**config.mk**
```make
export PLATFORM = sky130hd
export DESIGN_NAME = gae_wrap
export DESIGN_NICKNAME = d
export VERILOG_FILES = /design/src/gae_pkg.sv /design/src/gae_wrap.sv
export SDC_FILE = /design/constraint.sdc
export NUM_CORES = 1
export LEC_CHECK = 0
export BUFFER_PORTS_ARGS = -buffer_cell sky130_fd_sc_hd__buf_2
export CAP_MARGIN = 15
export CORE_ASPECT_RATIO = 1.75
export CORE_MARGIN = 2
export CORE_UTILIZATION = 35
export CTS_CLUSTER_DIAMETER = 200
export DETAILED_ROUTE_END_ITERATION = 7
export GPL_TIMING_DRIVEN = 0
export SLEW_MARGIN = 20
export SYNTH_ARGS = -nofsm -noshare
export SYNTH_HDL_FRONTEND = slang
export SYNTH_SLANG_ARGS = --single-unit
```
**constraint.sdc**
```tcl
create_clock -name clk -period 8.1 [get_ports clk]
set_input_delay 0.405 -clock clk [delete_from_list [all_inputs] [get_ports clk]]
set_output_delay 0.405 -clock clk [all_outputs]
set_load 0.02 [all_outputs]
```
**src/gae_pkg.sv**
```systemverilog
package gae_pkg;

	localparam int TRIG_STAGES = 16;
	localparam int NUM_CELLS = (TRIG_STAGES < 24) ? TRIG_STAGES : 24;

	localparam logic [24:0] ANG_FULL = 25'd23592960;
	localparam logic [22:0] ANG_QUAD = 23'd5898240;
	localparam logic signed [31:0] GAIN_Q30 = 32'sd652032874;
	localparam logic signed [31:0] ONE_Q30 = 32'sd1073741824;

	typedef struct packed {
		logic signed [31:0] angle_deg;
		logic signed [23:0] box_left;
		logic signed [23:0] box_top;
		logic [22:0] box_width;
		logic [22:0] box_height;
	} gae_in_t;

	typedef struct packed {
		logic signed [23:0] start_x;
		logic signed [23:0] start_y;
		logic signed [23:0] end_x;
		logic signed [23:0] end_y;
	} gae_out_t;

	// per-item data carried alongside the rotation
	typedef struct packed {
		logic signed [23:0] box_left;
		logic signed [23:0] box_top;
		logic [22:0] box_width;
		logic [22:0] box_height;
		logic [1:0] quad;
		logic axis;
	} gae_side_t;

	// one rotation cell state
	typedef struct packed {
		logic signed [31:0] x;
		logic signed [31:0] y;
		logic signed [31:0] z;
	} gae_rot_t;

	function automatic logic signed [31:0] atan_q24(input logic [4:0] i);
		case (i)
			5'd0: atan_q24 = 32'sd754974720;
			5'd1: atan_q24 = 32'sd445687602;
			5'd2: atan_q24 = 32'sd235489088;
			5'd3: atan_q24 = 32'sd119537938;
			5'd4: atan_q24 = 32'sd60000934;
			5'd5: atan_q24 = 32'sd30029717;
			5'd6: atan_q24 = 32'sd15018523;
			5'd7: atan_q24 = 32'sd7509720;
			5'd8: atan_q24 = 32'sd3754917;
			5'd9: atan_q24 = 32'sd1877466;
			5'd10: atan_q24 = 32'sd938734;
			5'd11: atan_q24 = 32'sd469367;
			5'd12: atan_q24 = 32'sd234684;
			5'd13: atan_q24 = 32'sd117342;
			5'd14: atan_q24 = 32'sd58671;
			5'd15: atan_q24 = 32'sd29335;
			5'd16: atan_q24 = 32'sd14668;
			5'd17: atan_q24 = 32'sd7334;
			5'd18: atan_q24 = 32'sd3667;
			5'd19: atan_q24 = 32'sd1833;
			5'd20: atan_q24 = 32'sd917;
			5'd21: atan_q24 = 32'sd458;
			5'd22: atan_q24 = 32'sd229;
			5'd23: atan_q24 = 32'sd115;
			default: atan_q24 = 32'sd0;
		endcase
	endfunction

	// Q9 value to saturated Q8
	function automatic logic signed [23:0] to_q8(input logic signed [27:0] v9);
		logic signed [27:0] r;
		begin
			r = (v9 + 28'sd1) >>> 1;
			if (r > 28'sd8388607) to_q8 = 24'sh7FFFFF;
			else if (r < -28'sd8388608) to_q8 = 24'sh800000;
			else to_q8 = r[23:0];
		end
	endfunction

endpackage

```
**src/gae_wrap.sv**
```systemverilog
// Angle wrap into quadrant and residual over three registered steps.
module gae_wrap
	import gae_pkg::*;
(
	input  logic clk,
	input  logic arst_n,
	input  logic in_vld,
	input  gae_in_t in_item,
	output logic out_vld,
	output gae_side_t out_side,
	output logic [22:0] out_res
);
	// step 1: mod 360 via reciprocal multiply (|ang| <= 2^31, quotient < 92)
	logic [31:0] mag;
	logic [63:0] prod;
	logic [6:0] qt_s1;
	logic [31:0] mag_s1;
	logic neg_s1, vld_s1;
	gae_in_t it_s1;

	assign mag = in_item.angle_deg[31] ? 32'(-in_item.angle_deg) : in_item.angle_deg;
	// floor(2^37 / 23592960): the estimate is never high and at most one low
	assign prod = 64'(mag) * 64'd5825;

	always_ff @(posedge clk or negedge arst_n) begin
		if (!arst_n) vld_s1 <= 1'b0;
		else vld_s1 <= in_vld;
	end
	always_ff @(posedge clk) begin
		qt_s1 <= prod[43:37];
		mag_s1 <= mag;
		neg_s1 <= in_item.angle_deg[31];
		it_s1 <= in_item;
	end

	// step 2: remainder and correction, then sign fold
	logic [31:0] rem0;
	logic [24:0] rem, m;
	logic [24:0] m_s2;
	logic vld_s2;
	gae_in_t it_s2;

	assign rem0 = mag_s1 - 32'(qt_s1) * 32'(ANG_FULL);
	always_comb begin
		if (rem0 >= 32'(ANG_FULL)) rem = 25'(rem0 - 32'(ANG_FULL));
		else rem = rem0[24:0];
		if (neg_s1 && rem != 25'd0) m = ANG_FULL - rem;
		else m = rem;
	end

	always_ff @(posedge clk or negedge arst_n) begin
		if (!arst_n) vld_s2 <= 1'b0;
		else vld_s2 <= vld_s1;
	end
	always_ff @(posedge clk) begin
		m_s2 <= m;
		it_s2 <= it_s1;
	end

	// step 3: quadrant by compare
	logic [1:0] qd;
	logic [24:0] rr;
	always_comb begin
		if (m_s2 >= 25'(3 * ANG_QUAD)) begin
			qd = 2'd3; rr = m_s2 - 25'(3 * ANG_QUAD);
		end else if (m_s2 >= 25'(2 * ANG_QUAD)) begin
			qd = 2'd2; rr = m_s2 - 25'(2 * ANG_QUAD);
		end else if (m_s2 >= 25'(ANG_QUAD)) begin
			qd = 2'd1; rr = m_s2 - 25'(ANG_QUAD);
		end else begin
			qd = 2'd0; rr = m_s2;
		end
	end

	always_ff @(posedge clk or negedge arst_n) begin
		if (!arst_n) out_vld <= 1'b0;
		else out_vld <= vld_s2;
	end
	always_ff @(posedge clk) begin
		out_res <= rr[22:0];
		out_side.box_left <= it_s2.box_left;
		out_side.box_top <= it_s2.box_top;
		out_side.box_width <= it_s2.box_width;
		out_side.box_height <= it_s2.box_height;
		out_side.quad <= qd;
		out_side.axis <= (rr == 25'd0);
	end
endmodule

```
==> impl_results.md <==
- Status: completed
- Rows: 103
- Clk buf depth: 3
- Worst Setup EP: qt_s1[4]
- Vias in the first global route: 11834
- Synth top area cells: dfxtp_1, ha_1, fa_1, inv_1, xnor2_1
- Via-to-Cell Ratio: 4.69
- Maxcap violations: 0
- Max stage delay on crit path: 0.53 ns
- CTS tree: done
- TritonCTS Buffers: 31
- Hold Path Class: input port to flip-flop
- Cell Count Post-Placement: 2155
- I/O pin count: 250
- Slew HR: 36.2%
- Layout cells sized above 1: 18.8%
- Synthesized Nets: 1764
- Starting Density: 35.5%
- Root Buffer Master: clkbuf_16
- Post-synth top flop: dfxtp_1
- Core ar.: 45200 um^2
- Non-filler cells, final: 2310
- Grt ovf: 0
- Crit Path Max Fanout: 7
- Share of the synthesized area in the top cell type: 46.5%
- Clock transition at the registers of the reported paths: 0.07 ns
- CP bufs+invs: 6
- Synthesized flop and latch total: 376
- Critical path launch point: in_item[94]
- Input/output buffers: 249
- Critical Path Sink Type: flip-flop
- Crit start category: input port
- CTS sink count: 376
- Post-Syn Area per Cell: 12.1 um^2
- WL final: 37.3 mm
- Worst endpoint required time: 8.54 ns
- Unrepaired setup endpoints after global routing: no
- Max Clock Freq: 128 MHz
- Reg-to-reg setup timing slack: 2.19 ns
- HPWL after DPL: 29.5 mm
- DRC: 0
- Synth cell types: 76
- Total Neg Setup Slack: 0 ns
- Number of H-tree levels: 1
- Number of cells on the critical path: 27
- Die Height: 287 um
- Post-Syn Area: 16100 um^2
- Antenna cells: 0
- Via count: 10842
- Number of nets in the layout: 2143
- Min Tclk post-route: 7.81 ns
- Critical path type: input port to flip-flop
- Hold Vio Cnt, Final: 0
- First-pass GRT wire length: 59.7 mm
- Routability Congestion: 0.883
- Leading area contributor after synthesis: dfxtp_1
- Pre-antenna DRT Iters: 5
- Latest clock arrival within the worst-skew pair: 0.58 ns
- Critical-path top delay cell: dlygate4sd3_1
- Pin count of the biggest net entering global routing: 18
- DR iter-0 viols: 429
- WP data arrival: 8.25 ns
- Worst Max-Slew Pin Slew: 0.950 ns
- GR Util All Layers: 15.6%
- Part of the Yosys area used for sequential elements: 47.0%
- Most frequent cells in the layout: dfxtp_1, buf_2, ha_1, inv_1, fa_1
- DP Worst Slack: 0.0752 ns
- Yosys warning count: 0
- CP delay by family, top: adder cells
- Post-CTS setup buffer count: 0
- Die footprint: 47700 um^2
- Initial antenna violation count: 0
- Max Clock Skew: 0.0315 ns
- Die width: 166 um
- RR Startpoint: qt_s1[0]
- EDFF count, synth: 0
- Area grow syn2layout: 25.1%
- Final setup vio count: 0
- DR WL/cell: 16.2 um
- Post-Syn Instances: 1329
- Worst setup margin: 0.290 ns
- CP dominant cell by count: fa_1
- Leading cell type in the layout, fill and taps excluded: dfxtp_1
- Final Cycle Share: 96.4%
- R2R cell count: 23
- Asr flop ratio synth: 0.798%
- Slew Limit Fails: 0
- ANT nets after route: 0
- Worst reg2reg endpoint: m_s2[1]
[routing by layer]
metal / up-vias / global-route usage, % / wire length (um)
met5: - / 0 / 0
met3: 79 / 2.30 / 1780
met4: 0 / 6.89 / 1490
met1: 5173 / 15.4 / 13400
met2: 345 / 31.7 / 20700
li1: 5245 / - / -
[worst min path at each step]
stage | startpoint | to | slack, ns | cells after the start
global route | in_item[125] | neg_s1 | 0.05 | 1
detailed placement | arst_n | out_vld | 0.20 | 1
finish | in_item[125] | neg_s1 | 0.08 | 1
CTS | in_item[125] | neg_s1 | 0.04 | 1
global placement | arst_n | vld_s1 | 0.20 | 1
floorplan | arst_n | out_vld | 0.11 | 0
[area by class of cell]
| class | count | area (um^2) |
|---|---|---|
| Timing Repair Buffer | 346 | 2220 |
| Fill cell | 4112 | 25100 |
| Clock inverter | 15 | 179 |
| Tap cell | 577 | 722 |
| Buffer | 18 | 87.6 |
| Sequential cell | 376 | 7540 |
| Clock buffer | 43 | 891 |
| Inverter | 160 | 601 |
| Multi-Input combinational cell | 775 | 7860 |
[worst register-to-register path, delay by kind of cell, from the launching register on]
family                   cells  cell delay, ns
multiplexers                 1            0.33
adder cells (fa/ha/maj)      5            1.82
flip-flops                   1            0.36
AO/OA/AOI/OAI               10            2.11
AND/OR/NAND/NOR              3            0.77
XOR/XNOR                     1            0.10
buffers and inverters        3            0.29
[cell families (layout without fill, tap and decap cells)]
family	count (synthesis)	in the layout	synth area share, %
simple gates	196	196	6.64
fa+ha+maj	306	306	29.3
xor+xnor	84	84	4.58
compound gates	182	182	7.80
flops	376	376	47.0
mux	7	7	0.452
buf+inv	178	582	4.28
[cells in the mapped netlist (all sizes together) (4+ instances only)]
library cell and number:
dfxtp 373, ha 189, inv 159, fa 117, xnor2 55, nor2 47, a21oi 38, o21ai 35
nand2 33, xor2 29, a21o 21, nand3 17, nor3 17, clkbuf 14, o31ai 13, nor4 12
a211oi 10, or4 10, and3 9, nand2b 9, nand4 9, a31oi 8, or3 7, o21a 6
o41ai 6, mux2i 5, nor2b 5, or2 5, and4 4, buf 4, o2111ai 4, o211ai 4
o311ai 4
[what timing repair did]
action	in CTS	in global routing
endpoints found under the hold margin	99	0
resized for setup	0	3
endpoints found under the setup margin	0	1
hold buffers	97	0
[per-stage QoR]
stage	hold slack, ns	utilization [%]	cell area, um^2
3_5_place_dp	0.202	39.9	18000
3_3_place_gp	0.200	39.9	18000
5_1_grt	0.0536	44.4	20100
6_report	0.0757	44.4	20100
4_1_cts	0.0427	44.4	20100
2_1_floorplan	0.109	-	16100
[registers in the layout (all words and copies together), names as in the netlist, 7 cells and up]
| name | cells |
|---|---|
| out_side | 97 |
| it_s2 | 94 |
| out_res | 23 |
| mag_s1 | 32 |
| m_s2 | 25 |
| qt_s1 | 7 |
| it_s1 | 94 |
Power is not shown: default switching activity piles up to over one toggle a cycle in this logic, so the estimate is an artifact.
