==> src/gae_pkg.sv <==
package gae_pkg;

	localparam int TRIG_STAGES = 16;
	localparam int NUM_CELLS = (TRIG_STAGES < 24) ? TRIG_STAGES : 24;

	localparam logic [24:0] ANG_FULL = 25'd23592960;
	localparam logic [22:0] ANG_QUAD = 23'd5898240;
	localparam logic signed [31:0] GAIN_Q30 = 32'sd652032874;
	localparam logic signed [31:0] ONE_Q30 = 32'sd1073741824;

	typedef struct packed {
		logic signed [31:0] angle_deg;
		logic signed [23:0] box_left;
		logic signed [23:0] box_top;
		logic [22:0] box_width;
		logic [22:0] box_height;
	} gae_in_t;

	typedef struct packed {
		logic signed [23:0] start_x;
		logic signed [23:0] start_y;
		logic signed [23:0] end_x;
		logic signed [23:0] end_y;
	} gae_out_t;

	// per-item data carried alongside the rotation
	typedef struct packed {
		logic signed [23:0] box_left;
		logic signed [23:0] box_top;
		logic [22:0] box_width;
		logic [22:0] box_height;
		logic [1:0] quad;
		logic axis;
	} gae_side_t;

	// one rotation cell state
	typedef struct packed {
		logic signed [31:0] x;
		logic signed [31:0] y;
		logic signed [31:0] z;
	} gae_rot_t;

	function automatic logic signed [31:0] atan_q24(input logic [4:0] i);
		case (i)
			5'd0: atan_q24 = 32'sd754974720;
			5'd1: atan_q24 = 32'sd445687602;
			5'd2: atan_q24 = 32'sd235489088;
			5'd3: atan_q24 = 32'sd119537938;
			5'd4: atan_q24 = 32'sd60000934;
			5'd5: atan_q24 = 32'sd30029717;
			5'd6: atan_q24 = 32'sd15018523;
			5'd7: atan_q24 = 32'sd7509720;
			5'd8: atan_q24 = 32'sd3754917;
			5'd9: atan_q24 = 32'sd1877466;
			5'd10: atan_q24 = 32'sd938734;
			5'd11: atan_q24 = 32'sd469367;
			5'd12: atan_q24 = 32'sd234684;
			5'd13: atan_q24 = 32'sd117342;
			5'd14: atan_q24 = 32'sd58671;
			5'd15: atan_q24 = 32'sd29335;
			5'd16: atan_q24 = 32'sd14668;
			5'd17: atan_q24 = 32'sd7334;
			5'd18: atan_q24 = 32'sd3667;
			5'd19: atan_q24 = 32'sd1833;
			5'd20: atan_q24 = 32'sd917;
			5'd21: atan_q24 = 32'sd458;
			5'd22: atan_q24 = 32'sd229;
			5'd23: atan_q24 = 32'sd115;
			default: atan_q24 = 32'sd0;
		endcase
	endfunction

	// Q9 value to saturated Q8
	function automatic logic signed [23:0] to_q8(input logic signed [27:0] v9);
		logic signed [27:0] r;
		begin
			r = (v9 + 28'sd1) >>> 1;
			if (r > 28'sd8388607) to_q8 = 24'sh7FFFFF;
			else if (r < -28'sd8388608) to_q8 = 24'sh800000;
			else to_q8 = r[23:0];
		end
	endfunction

endpackage

==> src/gae_cell.sv <==
// One rotation step; hands its vector and side data to the next cell.
module gae_cell
	import gae_pkg::*;
(
	input  logic clk,
	input  logic arst_n,
	input  logic [4:0] idx,
	input  logic in_vld,
	input  gae_rot_t in_rot,
	input  gae_side_t in_side,
	output logic out_vld,
	output gae_rot_t out_rot,
	output gae_side_t out_side
);
	logic signed [31:0] dx, dy, at;
	assign dx = in_rot.y >>> idx;
	assign dy = in_rot.x >>> idx;
	assign at = atan_q24(idx);

	always_ff @(posedge clk or negedge arst_n) begin
		if (!arst_n) out_vld <= 1'b0;
		else out_vld <= in_vld;
	end
	always_ff @(posedge clk) begin
		out_side <= in_side;
		if (!in_rot.z[31]) begin
			out_rot.x <= in_rot.x - dx;
			out_rot.y <= in_rot.y + dy;
			out_rot.z <= in_rot.z - at;
		end else begin
			out_rot.x <= in_rot.x + dx;
			out_rot.y <= in_rot.y - dy;
			out_rot.z <= in_rot.z + at;
		end
	end
endmodule

==> config.mk <==
export PLATFORM = sky130hd
export DESIGN_NAME = gae_cell
export DESIGN_NICKNAME = d
export VERILOG_FILES = /design/src/gae_pkg.sv /design/src/gae_cell.sv
export SDC_FILE = /design/constraint.sdc
export NUM_CORES = 1
export LEC_CHECK = 0
export BUFFER_PORTS_ARGS = -buffer_cell sky130_fd_sc_hd__buf_4
export CORE_ASPECT_RATIO = 1.4
export CORE_UTILIZATION = 50
export DETAILED_ROUTE_END_ITERATION = 12
export PLACE_DENSITY = 0.79
export SLEW_MARGIN = 5
export SYNTH_ARGS = -nofsm -noshare
export SYNTH_HDL_FRONTEND = slang
export SYNTH_SLANG_ARGS = --single-unit
==> constraint.sdc <==
create_clock -name clk -period 0.8 [get_ports clk]
set_input_delay 0.04 -clock clk [delete_from_list [all_inputs] [get_ports clk]]
set_output_delay 0.04 -clock clk [all_outputs]
set_load 0.1 [all_outputs]
==> impl_metrics.toml, run 1 <==
[synthesis]
synth_async_sr_flop_share = 0.005155
synth-edff-count = 0
synth_ff_type = "dfxtp_1"
yosysUniqueCellTypes = 96
synth-seq-cells = 194
netlist_area_um2 = 15840
synthCells = 1748
syn_avg_cell_area_um2 = 9.059
syn_nets = 2065
ys_seq_area_frac = 0.2456
ys_warn_count = 0

[clock_network]
cts_inserted_buffers = 17
htree_levels = 4
clockBufferDepth = 2
cts.sink_count = 194
cts_root_buffer = "clkbuf_16"

[placed_design]
portBuffers = 394
dp_hpwl_mm = 65.09
dp_slack_ps = -4776
post-place-cells = 3164
place.gp.congestion = 1.107

[global_routing]
grt_max_degree = 31
grt_pass1_wl_mm = 196.0
grt_use_total = 0.7946
grt_pass1_vias = 27890
gr-total-overflow = 345

[die]
num_io_pins = 395
die_x_um = 152.4
start_util = 0.5108
rows = 76
fp.dieH_um = 212.6

[run_status]
status = "stopped before the end"
tool.error = "[ERROR GRT-0116] Global routing finished with congestion. Check the congestion regions in the DRC Viewer."
lastStage = "global routing (5_1_grt)"
[cells by family after synthesis]
kind of cell	synth area share
AOI/OAI and AO/OA	0.2054
and+or+nand+nor	0.1478
DFF	0.2456
xor gates and xnor gates	0.09071
muxes	0.1716
buffers and inverters	0.04583
adders and majority gates	0.09308
[routing by layer]
metal,GRT overflow,global-route usage
met1,1,0.7543
met2,207,0.9997
met3,7,0.6327
met4,130,0.8617
met5,0,0.2197
[cells in the mapped netlist (all sizes together), types with 13 or more instances]
cell type  number  share of area
nand3          34          0.012
a31oi          30          0.012
mux2i          59          0.037
nor3           24         0.0079
mux4           83           0.12
ha            113          0.089
a21o           44          0.021
and3           16         0.0066
o21a           17         0.0081
xnor2          97          0.054
nand2         151          0.036
nand2b         19         0.0075
inv            45          0.011
and2           24         0.0096
nor2          129          0.031
mux2           20          0.014
dfxtp         193           0.24
o22ai          17         0.0067
a211oi         20         0.0098
o21ai          80          0.025
xor2           67          0.037
a22oi          13         0.0062
nor2b          22         0.0087
clkbuf         36         0.0090
a21oi         157          0.050
buf            58          0.026
[stage by stage]
stage               cell area (um^2)  TNS, ps
global placement               24990  -336660
CTS                            28110  -348020
detailed placement             25000  -348430
floorplan                      16670  -299280
[timing repair]
action                     CTS
pin swaps                   72
setup endpoints to repair  290
hold buffers               100
cloned                       3
resized for setup          213
setup buffers               59
hold endpoints to repair   102
==> inputs of run 2 (changes only) <==
- CORE_ASPECT_RATIO: 1.4 -> not set
- CORE_UTILIZATION: 50 -> 35
- PLACE_DENSITY: 0.79 -> not set
- PLACE_DENSITY_LB_ADDON: not set -> 0.15
- clock period: 0.8 -> 1 ns (I/O delays scaled with it)
==> run 2 against run 1 <==
The flow now finishes, with violations (hold timing, setup timing). Area after synthesis did not move. Synthesized cell count did not move.
==> impl_metrics.toml, run 2 <==
[synthesis]
synthCells = 1748
synth-edff-count = 0
yosys-top-cells-count = "dfxtp_1, a21oi_1, nand2_1, nor2_1, ha_1"
ys_seq_area_frac = 0.2456
ys_warn_count = 0
syn_avg_cell_area_um2 = 9.059
synth_ff_type = "dfxtp_1"
synth-seq-cells = 194
yosysUniqueCellTypes = 96
netlist_area_um2 = 15840
synth_async_sr_flop_share = 0.005155
synth.top_cell.area_share = 0.2440
yosysTopAreaCell = "dfxtp_1"
synthMostInstantiatedCell = "dfxtp_1"
netlist_top_cells_area = "dfxtp_1, mux4_2, ha_1"
syn_nets = 2065

[cells_and_area]
area_growth_pct = 85.29
final_area_um2 = 29340
final_nets = 3303
largest_reg_flops = 97
max_flop_register = "out_side"
final_common_cell = "buf_4"
final_cell_mix = "buf_4, dfxtp_1, nand2_1"
drive_above_1_share = 0.5602
top_regs = "out_side (97), out_rot (96), out_vld (1)"

[routing]
wl_mm = 75.45
drtIter0Drc = 1215
drt-pass1-iter-count = 6
vias = 19190
wl_per_cell_um = 21.00
drc = 0
detail-route-antenna-nets = 0
drt-vias-per-instance = 5.340

[die]
core-area_um2 = 44410
fp.dieH_um = 214.7
start_util = 0.3565
rows = 77
dieArea_um2 = 46100
num_io_pins = 395
die_x_um = 214.7

[placed_design]
place_area_um2 = 24880
portBuffers = 394
place.gp.congestion = 1.008
dp_slack_ps = -4501
dp_hpwl_mm = 57.01

[sta]
setup-tns-final_ps = -282340
tightest_slew_ps = 685.9
finalMaxSlewViolations = 0
rsz0062_at_grt = "true"
holdWs_ps = -136.7
layout_min_cycle_time_ps = 4835
max_clock_freq_ghz = 0.2068
max-slew-margin-rel = 0.5413
hold_violations = 7
setup-violations-final = 290
finalCritPeriodShare = 4.835
finalWorstSetupSlack_ps = -3835

[global_routing]
grt_max_degree = 31
antenna_found_initial = 2
gr-total-overflow = 0
grt_use_total = 0.3102
grt_pass1_wl_mm = 110.5
grt_pass1_vias = 19240

[min_path]
min_to = "out_rot[1]"
hp-class = "input pin to flip-flop"
hold_depth = 2
hp-start = "in_rot[1]"

[critical_path]
critPathMostFrequentCell = "ha_4"
critPathLaunchType = "input pin"
critical_path_arrival_ps = 5230
path_class = "input pin to flip-flop"
cpMaxStageDelayCell = "or4b_4"
cp_num_buf_inv = 8
crit_family = "compound AO/OA/AOI/OAI gates"
path_max_fanout = 6
worst_ep_required_time_ps = 1390
end_kind = "flip-flop"
crit_path_max_incr_delay_ps = 490

[clock_network]
cts_tree = "built"
clkTransAtPathRegs_ps = 90
cts_root_buffer = "clkbuf_16"
cts_inserted_buffers = 17
htree_levels = 4
cts.sink_count = 194
postCtsHoldBufs = 101
clockBufferDepth = 2

[power_and_ir_drop]
power_w = 0.05673
pwr_density_cell_nw_per_um2 = 1933
switching_share = 0.5150
p_comb_frac = 0.681
internal-power_w = 0.02751
ir_worst_vdd_mv = 2.451
pwr-share-seq = 0.183
power_switching_w = 0.02922
clkPwrFrac = 0.135
leakage_nw = 13.65

[run_status]
status = "finished, violations left"
violations = "hold timing, setup timing"

[run]
drv_cap = 0
-- run 2: cell counts after synthesis --
No cell type changed its count.
-- run 2: cell families (layout without fill, tap and decap cells) --
| kind of cell | count (synthesis) | in the layout | synth area share |
|---|---|---|---|
| XOR/XNOR | 164 | 164 | 0.09071 |
| buffers and inverters | 139 | 1390 | 0.04583 |
| multiplexers | 162 | 162 | 0.1716 |
| other | 0 | 2 | 0 |
| adder cells (fa/ha/maj) | 116 | 116 | 0.09308 |
| flip-flops | 194 | 194 | 0.2456 |
| AO/OA/AOI/OAI | 497 | 497 | 0.2054 |
| AND/OR/NAND/NOR | 476 | 476 | 0.1478 |
-- run 2: timing repair --
item                                   4_1_cts  5_1_grt
endpoints found under the hold margin      116        7
setup endpoints to repair                  290      290
setup buffers                               26       82
pin swaps                                   68      134
gates resized for setup                    198      258
cloned                                       2        2
-- run 2: how the worst max path moves through the flow --
| stage | slack, ps | endpoint | startpoint | cells past startpoint |
|---|---|---|---|---|
| global route | -4040 | out_rot[95] | idx[0] | 28 |
| CTS | -3700 | out_rot[95] | idx[0] | 29 |
| finish | -3840 | out_rot[93] | idx[0] | 29 |
| detailed placement | -4500 | out_rot[95] | idx[0] | 27 |
| floorplan | -4340 | out_rot[95] | idx[1] | 27 |
| global placement | -4460 | out_rot[93] | idx[0] | 27 |
-- run 2: metal layers --
metal	part of all wire	wire [um]	track usage	up-vias
met5	0	0	0	-
met2	0.51	38510	0.5583	756
li1	-	-	-	8988
met4	0.040	3049	0.1279	0
met1	0.40	30060	0.3654	9290
met3	0.051	3836	0.04699	153
-- run 2: stage by stage --
| step | utilization | cells | hold slack, ps |
|---|---|---|---|
| 2_1_floorplan | - | 1748 | -245.6 |
| 3_3_place_gp | 0.5602 | 3356 | -173.7 |
| 3_5_place_dp | 0.5602 | 3356 | -171.3 |
| 4_1_cts | 0.6219 | 3515 | -167.5 |
| 5_1_grt | 0.6606 | 3593 | -148.6 |
| 6_report | 0.6606 | 3593 | -136.7 |
-- run 2: cell type report --
cell class / count / area (um^2)
Multi-Input combinational cell: 1415 / 12860
Tap cell: 592 / 740.7
Sequential cell: 194 / 3923
Fill cell: 3590 / 15070
Clock buffer: 17 / 425.4
Antenna cell: 2 / 5.005
Timing Repair Buffer: 1313 / 10960
Clock inverter: 15 / 242.7
Inverter: 45 / 183.9
-- run 2: power by group through the flow --
stage	logic, W	clock network (W)	registers, W
5_1_grt	0.0403	0.00815	0.0105
2_1_floorplan	0.00931	0	0.0242
3_5_place_dp	0.0344	0	0.0103
3_3_place_gp	0.0343	0	0.0103
4_1_cts	0.0361	0.00783	0.0103
6_report	0.0387	0.00769	0.0104
Power figures use the tool's default switching activity.
